File: src/sv/pfn_pkg.sv
`timescale 1ns / 1ps
package pfn_pkg;

  localparam int PFN_COORD_WIDTH = 24;
  localparam int PFN_FRAC_BITS   = 14;
  localparam int OUT_W           = 16;
  localparam int EDGE_W          = 31;
  localparam int CROSS_W         = 32;
  localparam int QUEUE_DEPTH     = 4;

  localparam logic MODE_TRI  = 1'b0;
  localparam logic MODE_QUAD = 1'b1;

  function automatic int edge_width(input int cw);
    return (cw + 1 > EDGE_W) ? EDGE_W : cw + 1;
  endfunction

endpackage

File: src/sv/pfn_fifo.sv
`timescale 1ns / 1ps
module pfn_fifo #(
  parameter int W     = 8,
  parameter int DEPTH = pfn_pkg::QUEUE_DEPTH
) (
  input  logic         clk,
  input  logic         rst_n,
  input  logic         push,
  input  logic [W-1:0] wdata,
  output logic         full,
  input  logic         pop,
  output logic         rvalid,
  output logic [W-1:0] rdata
);
  localparam int PW = (DEPTH > 1) ? $clog2(DEPTH) : 1;
  localparam int CNW = $clog2(DEPTH + 1);

  logic [W-1:0]   mem_r [DEPTH];
  logic [PW-1:0]  wp_r, wp_nxt, rp_r, rp_nxt;
  logic [CNW-1:0] cnt_r, cnt_nxt;
  logic           do_pop;

  assign full   = (cnt_r == CNW'(DEPTH));
  assign rvalid = (cnt_r != '0);
  assign rdata  = mem_r[rp_r];
  assign do_pop = pop && rvalid;

  always_comb begin
    wp_nxt  = wp_r;
    rp_nxt  = rp_r;
    cnt_nxt = cnt_r;
    if (push) begin
      wp_nxt = (wp_r == PW'(DEPTH - 1)) ? '0 : wp_r + 1'b1;
    end
    if (do_pop) begin
      rp_nxt = (rp_r == PW'(DEPTH - 1)) ? '0 : rp_r + 1'b1;
    end
    if (push && !do_pop) begin
      cnt_nxt = cnt_r + 1'b1;
    end else if (!push && do_pop) begin
      cnt_nxt = cnt_r - 1'b1;
    end
  end

  always_ff @(posedge clk) begin
    if (!rst_n) begin
      wp_r  <= '0;
      rp_r  <= '0;
      cnt_r <= '0;
    end else begin
      wp_r  <= wp_nxt;
      rp_r  <= rp_nxt;
      cnt_r <= cnt_nxt;
    end
  end

  always_ff @(posedge clk) begin
    if (push) begin
      mem_r[wp_r] <= wdata;
    end
  end

endmodule

File: config.mk
export PLATFORM = sky130hd
export DESIGN_NAME = pfn_fifo
export DESIGN_NICKNAME = d
export VERILOG_FILES = /design/src/sv/pfn_pkg.sv /design/src/sv/pfn_fifo.sv
export SDC_FILE = /design/constraint.sdc
export NUM_CORES = 1
export LEC_CHECK = 0
export BUFFER_PORTS_ARGS = -buffer_cell sky130_fd_sc_hd__clkbuf_2
export CORE_MARGIN = 3
export CORE_UTILIZATION = 35
export DETAILED_ROUTE_END_ITERATION = 6
export GPL_TIMING_DRIVEN = 0
export PLACE_DENSITY = 0.58
export SLEW_MARGIN = 40
export SYNTH_ARGS = -nofsm -noshare
export SYNTH_HDL_FRONTEND = slang
export SYNTH_SLANG_ARGS = --single-unit
File: constraint.sdc
create_clock -name clk -period 2.1 [get_ports clk]
set_input_delay 0.21 -clock clk [delete_from_list [all_inputs] [get_ports clk]]
set_output_delay 0.21 -clock clk [all_outputs]
set_load 0.02 [all_outputs]
; ---- After elaboration in Yosys (flattened, before gate mapping)
; Memories as Yosys holds them, arrays and structs flattened. A register that Yosys moved wholly into a read port is not among the register bits.
; Cells that the tools add are included.
[op_classes]
addsub = 4
n_mul = 0
div = 0
order_cmp = 0
n_eq_ne = 3
shift = 0
n_mux = 8
bitwise = 0
reduce_logical = 7
[ops]
columns = operator, n
row1 = $mux 2, 4
row2 = $mux 3, 2
row3 = $add 2x1->2 const B, 2
row4 = $eq 2x2->1 const B, 2
row5 = $add 3x1->3 const B, 1
row6 = $eq 3x3->1 const B, 1
row7 = $logic_and 1x1->1, 3
row8 = $reduce_bool 3->1, 1
row9 = $sub 3x1->3 const B, 1
row10 = $logic_not 1->1, 2
row11 = $mux 1, 2
row12 = $reduce_bool 2->1, 1
[totals]
regBits = 7
latchBits = 0
ram_bits = 32
rom_bits = 0
input_bits = 12
output_inout_bits = 10
elab_cells = 26
n_memories = 1
[memory_table]
columns = name, words, word_bits, read_ports, rd_ports_with_merged_regs, wr, line
row1 = mem_r, 4, 8, 1, 1, 1, pfn_fifo.sv:18  ; logic [W-1:0] mem_r [DEPTH];

; ---- Longest topological paths before layout
[logic_depth]
depth_word = 5
ltp_mapped = 7
ltp_nobuf = 7

; ---- Worst setup path after synthesis
; No wires, ideal clock.
[synth_timing]
path_kind = flip-flop to flip-flop
from = reg cnt_r[1]
to = reg cnt_r[2]
setup_time_ns = 0.070
t_arrival_ns = 1.863
required_time_ns = 2.030
setup_slack_ns = 0.167
path_stages_with_launch = 8
n_path_buf = 0
period_less_slack_ns = 1.933
path_cell_list = dfxtp_1 > o31ai_4 > ha_1 > inv_1 > fa_1 > xor2_1 > or3_1 > a21boi_1
[synth_via]
elab_chain_len = 5
elab_cells_between_ends = 10
cone_classes = add/sub: 2 / mux: 2 / reduce/logical: 6
[synth_lines]
columns = element, line
row1 = start: declaration, pfn_fifo.sv:20  ; logic [CNW-1:0] cnt_r, cnt_nxt;
row2 = start signal: assignment, pfn_fifo.sv:53  ; cnt_r <= cnt_nxt;
row3 = "parallel branches: the longest is 5 deep, another holds $sub 3x1->3", -
; Parallel ways; which one is timed is not known. The select of a mux whose other input is x is not followed.
; A chain may end at the register's enable or synchronous reset.

; ---- Final worst setup path
; Ends and elaborated chain as after synthesis.

==> flow_results.org <==
** Synth
- Synthesis produced a netlist whose cell count is 88.
- Averaged over all synthesized cells, the footprint is 18.53 sq um.
- Count of warnings emitted by yosys :: 0
- Flops & latches, synth :: 41
- Syn Nets :: 107
- Of the synthesized area, sequential elements account for 0.6999.
- Top cell type's share of synthesized area :: 0.5894
- Summed over all instances, the cell type with the most area after synthesis is sky130_fd_sc_hd__edfxtp_1.
- Yosys mapped the design onto 21 distinct sky130hd cell types.
- Post-Syn Area :: 1630 sq um
- Ranked by total cell area, the synthesized netlist is headed by sky130_fd_sc_hd__edfxtp_1 59%, sky130_fd_sc_hd__dfxtp_1 11%, sky130_fd_sc_hd__mux4_2 11%.

** Setup path
- Crit path max-delay family :: adder cells
- Largest fanout of any net on the critical path :: 5
- Setup CP Type :: reg2reg
- In this run the critical register-to-register path is captured at cnt_r[2]$_SDFFE_PN0P_.
- Traced cell by cell, the critical path runs through o31ai_4 -> ha_2 -> inv_1 -> fa_1 -> xor2_1 -> or3_1 -> a21boi_1.
- CP endpoint kind :: register
- Crit-path max cell delay :: 0.38 ns
- Endpoint arrival time on the critical path :: 2.17 ns
- Launching element type of the critical path :: register
- Flop-to-flop setup slack :: 0.15 ns
- Count of buffering cells on the critical path with inverters included :: 1
- Number of cells traversed by the worst register-to-register path :: 7
- The worst register-to-register path begins at cnt_r[1]$_SDFFE_PN0P_.
- Critical path required time :: 2.32 ns
- Slowest stage cell on the critical path :: sky130_fd_sc_hd__dfxtp_1

** Layout
- The layout has 412 filler cells.
- The repair_antennas step left the layout with diodes totalling 0.
- In the layout the commonest cells are 32 x sky130_fd_sc_hd__edfxtp_1, 22 x sky130_fd_sc_hd__clkbuf_2, 9 x sky130_fd_sc_hd__dfxtp_1, 8 x sky130_fd_sc_hd__mux4_2.
- Fraction of layout cells with a size suffix above 1 :: 0.3390
- The library cell used most frequently in the layout, excluding fill and tap cells, is sky130_fd_sc_hd__edfxtp_1.
- Compared with the post-synthesis result, the final layout area differs by 16.04%.
- Core occupancy in the finished layout :: 0.4286
- Post-layout net count :: 136

** GRT
- The first global-routing pass estimated 4188 microns of wire.
- Initial antenna violation count :: 0
- Via count of the first global-routing pass :: 914
- Global Route Usage Sum :: 0.1075
- Entering global routing, the biggest net connects 13 pins.
- Global routing finished with a remaining overflow of 0.

** Clock tree
- Counting every sink on the clock net gives 41.
- Num CTS Buffers :: 5
- H-tree Lvls :: 2
- Later-pin clock latency in the skew report :: 0.28 ns
- TritonCTS built the clock tree.
- Root Buffer Master :: sky130_fd_sc_hd__clkbuf_8
- Worst-case clock buffer depth :: 2
- Register clock-pin slew on the reported worst setup and hold paths :: 0.07 ns

** Power and ir drop
- Leakage dissipation :: 0.0006897 uW
- VDD sags by at most 0.6250 mV.
- Ratio of total power to cell area :: 1074 nW/um^2

** Placement
- At the end of routability-driven placement, the weighted congestion stood at 0.6277.
- During placement, the flow inserted port buffers numbering 21.
- Detailed placement ended at an HPWL of 1807 microns.
- Placement-stage worst setup slack :: 0.02303 ns

** Die
- The floorplan step set the die height to 74.25 microns.
- Floorplan die area :: 5513 sq um
- From left edge to right edge, the die measures 74.25 microns.
- IO Pins :: 22
- CORE AREA :: 4414 sq um
- Initial cell density of the core :: 0.3693
- Row generation in the floorplan step produced 24 rows.

** Route
- Total Wirelength :: 2551 microns
- DR vias :: 836
- The detail route stage leaves a number of antenna-violating nets equal to 0.
- Using the TritonRoute via totals, the vias-per-cell ratio works out to 4.918.
- In the final routed layout, each cell accounts on average for 15.01 microns.
- Starting DRC count in detailed routing :: 21
- After detailed routing, the number of remaining DRC violations is 0.
- For this run, the detailed router's first-pass iteration total came to 2.

** STA
- For the pin with the worst max-slew slack, the measured transition is 0.4512 ns.
- The count of endpoints failing hold in the final timing report is 0.
- Final min period :: 1.948 ns
- Unrepaired setup endpoints after global routing :: false
- Across all setup checks in the final design, the least slack found is 0.1518 ns.
- Share of the clock period used by the worst path :: 0.9277
- Static timing analysis puts the maximum clock frequency at 513.3 MHz.
- Total negative setup slack :: 0 ns
- Setup clock skew after layout :: 0.002397 ns
- Hold timing on the final database bottoms out at a slack of 0.1409 ns.
- Headroom to the max-slew limit came out at 0.6992.
- Final-report max-slew violation count :: 0
- Setup violations remaining at the end of the flow were counted as 0.

** Job
- Max Cap Violations :: 0

** Outcome
- The flow ran to the end, and the final reports show no timing, DRC or antenna violations.

** Worst hold path
- Cell depth of the worst min-delay path :: 1
- The min-delay analysis places its worst path in the category in2reg.
- Launch instance of the worst min-delay path :: wdata[3]
- For hold timing, the worst endpoint is mem_r[2][3]$_DFFE_PP_.
==> layout make-up <==
type	count	area (sq um)	share of cell area
clock inverters	3	12.51	0.006614
multi-input cells	42	464.2	0.2454
flip-flops and latches	41	1141	0.6032
well taps	52	65.06	0.03439
plain buffers	2	16.27	0.008598
clock buffers	5	68.82	0.03638
repair buffers	22	112.6	0.05952
inverters	3	11.26	0.005952
==> power by group <==
group | internal (uW) | leakage, uW | switching (uW) | total (uW)
Clock | 223 | 0.0000430 | 238 | 462
Sequential | 951 | 0.000368 | 58.8 | 1010
Combinational | 269 | 0.000279 | 292 | 561
==> repair_timing <==
item | 4_1_cts | 5_1_grt
endpoints found under the hold margin | 0 | 0
gates resized for setup | 1 | 0
hold buffers | 0 | 0
pin swaps | 1 | 1
setup buffers | 0 | 1
gates cloned | 0 | 0
endpoints found under the setup margin | 1 | 1
==> worst max-delay path by stage <==
stage / from / endpoint / cells after the start
floorplan: cnt_r[1]$_SDFFE_PN0P_ / cnt_r[2]$_SDFFE_PN0P_ / 7
global placement: cnt_r[1]$_SDFFE_PN0P_ / cnt_r[2]$_SDFFE_PN0P_ / 7
detailed placement: cnt_r[1]$_SDFFE_PN0P_ / cnt_r[2]$_SDFFE_PN0P_ / 7
CTS: cnt_r[0]$_SDFFE_PN0P_ / cnt_r[2]$_SDFFE_PN0P_ / 7
global route: cnt_r[1]$_SDFFE_PN0P_ / cnt_r[2]$_SDFFE_PN0P_ / 7
finish: cnt_r[1]$_SDFFE_PN0P_ / cnt_r[2]$_SDFFE_PN0P_ / 7
==> cells by family after synthesis <==
logic type,Yosys count,share of synthesized area
flops,41,0.6999
fa+ha+maj,7,0.05833
xor+xnor,2,0.01075
mux,11,0.1289
compound gates,5,0.02686
simple gates,17,0.05833
buf+inv,5,0.01688
==> Yosys cell counts (all sizes together) <==
master / instances
o31ai: 1
nand2: 2
nor3b: 1
a21boi: 1
xor2: 1
nor2b: 3
inv: 3
mux2i: 3
ha: 6
edfxtp: 32
or3: 2
and2: 5
fa: 1
nand3: 2
nor2: 2
buf: 1
dfxtp: 9
o21ai: 3
mux4: 8
clkbuf: 1
xnor2: 1
==> per-stage QoR <==
step | instance area, sq um | total power [uW] | std cells
after floorplan | 1630 | 1434 | 88
after global placement | 1800 | 1574 | 161
after detailed placement | 1800 | 1596 | 161
after CTS | 1884 | 2067 | 169
after global routing | 1892 | 2151 | 170
final | 1892 | 2032 | 170
==> flip-flops by register name, summed over array words and instances (netlist names), named ones only <==
register,cells
rp_r,2
mem_r,32
wp_r,2
cnt_r,3
==> routing by layer <==
| layer | track usage | share of wire | vias up |
|---|---|---|---|
| met5 | 0 | 0 | - |
| met1 | 0.1083 | 0.39 | 416 |
| met2 | 0.1939 | 0.53 | 21 |
| li1 | - | - | 394 |
| met3 | 0.03649 | 0.054 | 5 |
| met4 | 0.05929 | 0.020 | 0 |
No activity file was read; power rests on OpenSTA's default activity.
