File: config.mk
export PLATFORM = sky130hd
export DESIGN_NAME = pfn_front
export DESIGN_NICKNAME = d
export VERILOG_FILES = /design/src/sv/pfn_pkg.sv /design/src/sv/pfn_front.sv
export SDC_FILE = /design/constraint.sdc
export NUM_CORES = 1
export LEC_CHECK = 0
export BUFFER_PORTS_ARGS = -buffer_cell sky130_fd_sc_hd__buf_2
export CORE_AREA = 2 2 229 231
export DETAILED_ROUTE_END_ITERATION = 8
export DIE_AREA = 0 0 231 233
export GPL_ROUTABILITY_DRIVEN = 0
export PLACE_DENSITY_LB_ADDON = 0.15
export RECOVER_POWER = 50
export SLEW_MARGIN = 0
export SYNTH_ARGS = -nofsm -noshare
export SYNTH_HDL_FRONTEND = slang
export SYNTH_SLANG_ARGS = --single-unit
File: constraint.sdc
create_clock -name vclk -period 6.1
set_input_delay 0.305 -clock vclk [all_inputs]
set_output_delay 0.305 -clock vclk [all_outputs]
set_load 0.02 [all_outputs]
File: src/sv/pfn_pkg.sv
`timescale 1ns / 1ps
package pfn_pkg;

  localparam int PFN_COORD_WIDTH = 24;
  localparam int PFN_FRAC_BITS   = 14;
  localparam int OUT_W           = 16;
  localparam int EDGE_W          = 31;
  localparam int CROSS_W         = 32;
  localparam int QUEUE_DEPTH     = 4;

  localparam logic MODE_TRI  = 1'b0;
  localparam logic MODE_QUAD = 1'b1;

  function automatic int edge_width(input int cw);
    return (cw + 1 > EDGE_W) ? EDGE_W : cw + 1;
  endfunction

endpackage

File: src/sv/pfn_front.sv
`timescale 1ns / 1ps
module pfn_front #(
  parameter int CW = pfn_pkg::PFN_COORD_WIDTH
) (
  input  logic                                         in_valid,
  output logic                                         in_ready,
  input  logic [12*CW-1:0]                             in_v,
  input  logic                                         mode,
  input  logic                                         q_full,
  output logic                                         q_push,
  output logic [12*pfn_pkg::edge_width(CW)+1-1:0]      q_data
);
  import pfn_pkg::*;

  localparam int EW = edge_width(CW);
  localparam int XS = (CW + 1 > EDGE_W) ? CW + 1 - EDGE_W : 0;
  localparam logic signed [63:0] EDGE_MAX = 64'sd1073741823;
  localparam logic signed [63:0] EDGE_MIN = -64'sd1073741824;

  logic signed [63:0] cv [12];
  logic signed [63:0] e64 [2][6];
  logic signed [63:0] es  [2][6];
  logic [1:0]         sel [2];
  logic               fit;

  assign in_ready = !q_full;
  assign q_push   = in_valid && !q_full;

  always_comb begin
    for (int i = 0; i < 12; i++) begin
      cv[i] = $signed(in_v[i*CW +: CW]);
    end
    for (int k = 0; k < 3; k++) begin
      e64[0][k]   = cv[3+k] - cv[k];
      e64[0][3+k] = (mode == MODE_QUAD) ? (cv[9+k] - cv[k]) : (cv[6+k] - cv[k]);
      e64[1][k]   = cv[6+k] - cv[3+k];
      e64[1][3+k] = cv[9+k] - cv[3+k];
    end
    for (int t = 0; t < 2; t++) begin
      sel[t] = 2'(XS);
      for (int s = XS; s >= 0; s--) begin
        fit = 1'b1;
        for (int i = 0; i < 6; i++) begin
          if (((e64[t][i] >>> s) > EDGE_MAX) || ((e64[t][i] >>> s) < EDGE_MIN)) begin
            fit = 1'b0;
          end
        end
        if (fit) begin
          sel[t] = 2'(s);
        end
      end
      for (int i = 0; i < 6; i++) begin
        es[t][i] = e64[t][i] >>> sel[t];
      end
    end
    q_data[12*EW] = mode;
    for (int i = 0; i < 6; i++) begin
      q_data[6*EW + i*EW +: EW] = es[0][i][EW-1:0];
      q_data[i*EW +: EW]        = es[1][i][EW-1:0];
    end
  end

endmodule

Word level (Yosys, flattened, before mapping)
Cells that the tools add are included.
{ "word_totals": {"regBits": 0, "inputBits": 291, "output_inout_bits": 303, "wordCells": 20} }
{ "op_classes": {"n_addsub": 15, "n_mux": 3, "n_reduce_logical": 2} }
{ "op_table": {"columns": ["op", "count"], "rows": [
  ["24-bit by 24-bit subtractor with 25-bit output", 15],
  ["25-bit two-way mux", 3],
  ["1-bit logical AND", 1],
  ["1-bit logical NOT", 1]
]} }

Depth between registers and ports, before layout
Gate-level depths: netlist of run 1.
{ "depth": {"ltp_word": 2, "depth_mapped": 14, "depth_no_buf": 12} }

Worst setup path before layout of run 1
No wires, ideal clock.
{ "synth_path": {"path_type": "input port to output port", "start": "input mode", "end": "output q_data[271] (netlist bit)", "arrival_time_ps": 3692, "required_time_ps": 5795, "slack_ps": 2103, "path_stages": 12, "n_path_buf": 3, "path_cell_list": "clkbuf_1 > clkbuf_1 > mux2_2 > ha_1 > clkbuf_1 > o21ai_0 > nand2b_1 > o2111ai_1 > o31ai_1 > nand4_1 > a31o_2 > o311ai_0"} }
{ "synth_between": {"elab_chain_cells": 1} }
{ "synth_lines": {"columns": ["item", "line_no", "source"], "rows": [
  ["start, declared", "pfn_front.sv:8", "input logic mode,"],
  ["25-bit two-way mux", "pfn_front.sv:35", "e64[0][3+k] = (mode == MODE_QUAD) ? (cv[9+k] - cv[k]) : (cv[6+k] - cv[k]);"],
  ["end, declared", "pfn_front.sv:11", "output logic [12*pfn_pkg::edge_width(CW)+1-1:0] q_data"]
]} }
No other way between the ends.

Worst setup path in the final report of run 1
{ "layout_path": {"start": "input mode", "end": "output q_data[289] (netlist bit)"} }
Same word-level chain as after synthesis.

==> results.md, run 1 <==
* Status: finished, final reports clean
* Core footprint at between 50000 and 60000 um2
* Largest net degree at the start of global routing at 53
* Net count after synthesis at between 2000 and 3000
* Starting density of the core at 29.72%
* Largest family of logic cells by synthesized area: compound AO/OA/AOI/OAI gates
* Sequential Area at 0 um2
* CP Data Arrival Time at 4.15 ns
* Vias in the first global route at 17560
* Die H at 233 um
* F_max at 224.7 MHz
* Mux share of post-synthesis cell area at 5.298%
* Setup TNS at 0 ns
* Synth top area cells: ha_1 24%, xnor2_1 9.5%, a21oi_1 7.7%
* Row cnt at 83
* Synth cell types at 70
* Slew headroom at 32.03%
* RSZ-0062 raised after global routing: false
* Share of cells above drive strength 1 at between 10% and 20%
* Nets at 3320
* Seq/Total Area, Yosys at 0%
* Area taken by multi-input logic gates at 14170 um2
* Initial antenna violation count at 14
* DP Wirelength at roughly 59000 um
* Port bufs at 594
* Complex-gate fraction of the synthesized area at roughly 32%
* Cell Pwr Density at 161.8 nW/um2
* Synth Area in Adders at between 20% and 30%
* Area Overhead vs Synth at 23.36%
* DRC Markers at 0
* GRT overflow at 0
* Seq cells at 0
* CP Launch Type: input pin
* Final Max Slew Viols at 0
* Syn Inst Count at 2159
* Setup bufs post-CTS at 0
* Total track usage at 22.42%
* Slew @ Worst Pin at 1.007 ns
* Final Hold Viols at 0
* Initial DRC count at roughly 1000
* Cell depth of the worst hold path at 3
* CP Class: in -> out
* FILL cells at between 5000 and 6000
* Hold Path End: in_ready
* Via density at around 5.3
* Layout clock buffers at 0
* Tmin final at between 4 and 5 ns
* Die Area at 53820 um2
* CTS Hold Buffers Added at 0
* Cell Area, Synth at ~15000 um2
* Mean Syn Cell Area at 7.034 um2
* Final WL at 65110 um
* Max-Cap Viols at 0
* Syn. warnings at 0
* Via count at 18160
* Chip width at 231 um
* Hold path startpoint: q_full
* Cell Area, Placed at 18890 um2
* Post-Layout Inst Area at 18730 um2
* Hold crit path type: in -> out
* Maximum vdd drop at 74.01 uV
* I/O pins at 594
* Required @ worst endpoint at 5.79 ns
* Largest area contributor in the netlist: ha_1
* Top cell type's share of synthesized area at 23.98%
* Synth Area in XOR/XNOR at 13.09%
* LEAKAGE at 0.009463 uW
* Detail Route Antenna Nets at 0
* CP endpoint kind: output port
* Drt pass-1 iters at 7
* First-pass GRT wire length at roughly 96000 um
* Worst Path Max Fanout at 52
* # resized after CTS at 0
* Wire length per cell at 19.07 um
* Setup violations, final at 0
* Fin crit share at between 70% and 80%
* Simple-gate share of the synthesized area at between 10% and 20%
## critical path, stage by stage
cell and delay [ns]:
buf_4 0.58, buf_4 0.46, mux2_2 0.39, ha_1 0.33, nor2b_1 0.15, o21a_1 0.18, o21ai_0 0.26, a21oi_1 0.23
a21o_1 0.25, a221o_1 0.31, a21oi_1 0.20, xnor2_1 0.23, buf_2 0.24
## layout make-up
class                      count  share of cell area (%)
antenna                       11                  0.1469
multi-input combinational   1894                   75.65
inverter                     235                   4.709
tap                          680                   4.542
timing repair buffer         595                   14.95
## stage by stage
stage	power (uW)	hold WS (ns)	worst slack, ns	cells	util (%)
after floorplan	2034	0.6866	2.103	2159	-
after global placement	3054	0.8658	1.707	3404	36.98
after detailed placement	3063	0.8730	1.627	3404	36.98
after CTS	3079	0.8735	1.610	3404	36.98
after global routing	3284	0.9235	1.371	3415	36.66
final	3031	0.8883	1.649	3415	36.66
## cell families after synthesis
logic type               after synthesis
multiplexers                          72
adder cells (fa/ha/maj)              303
buffers and inverters                265
AND/OR/NAND/NOR                      532
XOR/XNOR                             227
AO/OA/AOI/OAI                        760
## report_power, final
group          internal, uW  total (uW)  switching, uW  leakage [uW]
Combinational          1080        3030           1950       0.00946
Clock              0.000242    0.000242              0  0.0000000697
Sequential                0           0              0             0
## layout by cell type, fill, tap and decap left out, drive strengths merged, types with 67 or more instances in the layout
| master | synthesis | routed |
|---|---|---|
| nor2 | 137 | 137 |
| a21oi | 237 | 237 |
| xnor2 | 164 | 164 |
| buf | 3 | 449 |
| a21o | 93 | 93 |
| o21ai | 158 | 158 |
| clkbuf | 27 | 146 |
| ha | 291 | 291 |
| nand2 | 125 | 125 |
| inv | 235 | 235 |
| mux2 | 67 | 67 |
## synth_stat cells, types with 42 or more instances
library cell	number
nand3_1	43
a21o_1	93
nand2b_1	42
nor2b_1	55
o21a_1	49
a21oi_1	235
mux2_2	67
xor2_1	63
nand2_1	125
nor2_1	137
xnor2_1	164
inv_1	235
ha_1	291
o21ai_0	154
## worst max path at each step
| stage | start | end | slack (ns) | cells after the start |
|---|---|---|---|---|
| 4_1_cts | mode | q_data[298] | 1.61 | 12 |
| 3_3_place_gp | mode | q_data[298] | 1.71 | 12 |
| 6_report | mode | q_data[289] | 1.65 | 13 |
| 3_5_place_dp | mode | q_data[289] | 1.63 | 13 |
| 5_1_grt | mode | q_data[295] | 1.37 | 14 |
| 2_1_floorplan | mode | q_data[271] | 2.10 | 12 |
## per-layer routing
| metal | track usage (%) | vias up | share of wire [%] |
|---|---|---|---|
| met4 | 7.238 | 0 | 3.2 |
| met3 | 3.517 | 92 | 6.7 |
| met5 | 0 | - | 0 |
| li1 | - | 9056 | - |
| met1 | 26.88 | 8361 | 42 |
| met2 | 40.57 | 648 | 48 |
Power figures use the tool's default switching activity.
==> inputs of run 2 (changes only) <==
==> constraint.sdc (replaced) <==
create_clock -name vclk -period 3.8
set_input_delay 0.19 -clock vclk [all_inputs]
set_output_delay 0.19 -clock vclk [all_outputs]
set_load 0.02 [all_outputs]
==> run 2 against run 1 <==
Against the previous run: combinational power rose by 61%; flip-flop and latch count is the same; first-iteration DRC count is 2.5% lower; via count increased by 0.37%; cell area up 0.44%; critical path depth is the same; global-route usage grew 0.19 points; clock-buffer cell count is the same; non-clock buffer count grew 9; total power up 61%; wire length is 0.34% higher.
==> results.md, run 2 (synthesized netlist as in run 1, its figures left out) <==
* Status: finished, final reports clean
* Setup TNS at 0 ns (unchanged)
* Switch share at 64.35% (-0.087 points)
* Drt pass-1 iters at 5 (-2)
* LEAKAGE at 0.009514 uW (+0.55%)
* Seq cells at 0 (unchanged)
* CTS Hold Buffers Added at 0 (unchanged)
* Detail Route Antenna Nets at 0 (unchanged)
* Critical-path cell list: buf_4, buf_4, mux2_2, ha_1, nand4_1, a211oi_1, o21ai_0, a31oi_1, and3_1, nor2b_1, o21ai_0, xor2_1, buf_2
* Share of cells above drive strength 1 at 20.05% (+0.37 points)
* Critical-path top delay cell: ha_1
* F_max at roughly 280 MHz
* Port bufs at 594 (unchanged)
* Via count at 18220 (+0.37%)
* Vias in the first global route at 17710 (+0.87%)
* DP Wirelength at 58610 um (+0.12%)
* Worst Hold Margin at 0.6533 ns (-0.2349 ns)
* Initial DRC count at 1004 (-2.5%)
* Final WL at 65340 um (+0.34%)
* Internal power at 1743 uW (+62%)
* Final Max Slew Viols at 0 (unchanged)
* Die H at 233 um (unchanged)
* RSZ-0062 raised after global routing: false
* Nets at 3329 (+0.27%)
* First-pass GRT wire length at 97280 um (+1.1%)
* Starting density of the core at 29.72% (unchanged)
* Die Area at 53820 um2 (unchanged)
* Maximum vdd drop at 129.2 uV (+75%)
* Sequential Area at 0 um2 (unchanged)
* Final Hold Viols at 0 (unchanged)
* Slew @ Worst Pin at 0.9087 ns (-0.09810 ns)
* Gate power share at 100.0% (about the same)
* Layout clock buffers at 0 (unchanged)
* Tmin final at 3.614 ns
* Worst Path Max Fanout at 11 (-79%)
* CP endpoint kind: output port
* Via density at 5.327 (+0.19%)
* Max-Cap Viols at 0 (unchanged)
* Area Overhead vs Synth at 23.90%
* Commonest non-fill, non-tap cell in the layout: buf_2
* CP Launch Type: input pin
* Psw at 3146 uW (+61%)
* Slew headroom at 37.85% (+5.8 points)
* Sequential Power Share at 0% (unchanged)
* Wire length per cell at 19.10 um (+0.16%)
* Cell Pwr Density at 259.9 nW/um2 (+61%)
* Hold crit path type: in -> out
* I/O pins at 594 (unchanged)
* Total track usage at 22.61% (+0.19 points)
* CP Data Arrival Time at 3.42 ns (-0.73 ns)
* Largest net degree at the start of global routing at 19 (-64%)
* Fin crit share at 95.10%
* Clock share of power at 0% (unchanged)
* Commonest non-fill, non-tap cells in the layout: 449 x buf_2, 291 x ha_1, 235 x inv_1, 235 x a21oi_1, 164 x xnor2_1
* CP Class: in -> out
* Initial antenna violation count at 9 (-5)
* Core footprint at 51090 um2 (unchanged)
* Chip width at 231 um (unchanged)
* GRT overflow at 0 (unchanged)
* DRC Markers at 0 (unchanged)
* Slowest stage delay, CP at 0.40 ns (-0.18 ns)
* Setup violations, final at 0 (unchanged)
* Row cnt at 83 (unchanged)
* Required @ worst endpoint at 3.61 ns (-2.18 ns)
[run 2: layout make-up]
type / count / area [um2]
fill: 5642 / 32280
timing repair buffer: 604 / 2879
inverter: 235 / 882.1
antenna: 8 / 20.02
multi-input combinational: 1894 / 14180
tap: 680 / 850.8
[run 2: critical path: cells and delay by family]
| family | cells | cell delay [ns] |
|---|---|---|
| compound gates | 4 | 1.12 |
| buf+inv | 3 | 0.65 |
| simple gates | 3 | 0.50 |
| fa+ha+maj | 1 | 0.40 |
| mux | 1 | 0.37 |
| xor+xnor | 1 | 0.19 |
[run 2: layer usage]
| layer | GRT usage (%) | share of wire, % | up-vias |
|---|---|---|---|
| li1 | - | - | 9045 |
| met1 | 27.63 | 41 | 8512 |
| met2 | 41.52 | 49 | 589 |
| met3 | 3.027 | 6.7 | 78 |
| met4 | 5.383 | 2.7 | 0 |
| met5 | 0 | 0 | - |
[run 2: path summary, 6_finish.rpt]
path	to	cells past startpoint	startpoint	slack (ns)
min	in_ready	3	q_full	0.65
max	q_data[270]	13	mode	0.19
[run 2: power by group through the flow]
stage / combinational [uW] / sequential (uW) / clock [uW]
floorplan: 3260 / 0 / 0
detailed placement: 4930 / 0 / 0
CTS: 4960 / 0 / 0
global placement: 4910 / 0 / 0
global route: 5280 / 0 / 0.000282
finish: 4890 / 0 / 0.000282
[run 2: repair_timing]
action,CTS,global route
setup endpoints to repair,0,1
gates resized for setup,0,2
setup buffers,0,0
[run 2: through the flow]
step / instance area [um2] / total power (uW) / setup WS, ns / std cells / util [%]
floorplan: 15190 / 3265 / 0.03340 / 2159 / -
global placement: 18970 / 4911 / 0.2498 / 3413 / 37.14
detailed placement: 18970 / 4931 / 0.2184 / 3413 / 37.14
CTS: 18970 / 4957 / 0.1833 / 3413 / 37.14
global route: 18820 / 5284 / 0.02333 / 3421 / 36.83
finish: 18820 / 4890 / 0.1862 / 3421 / 36.83
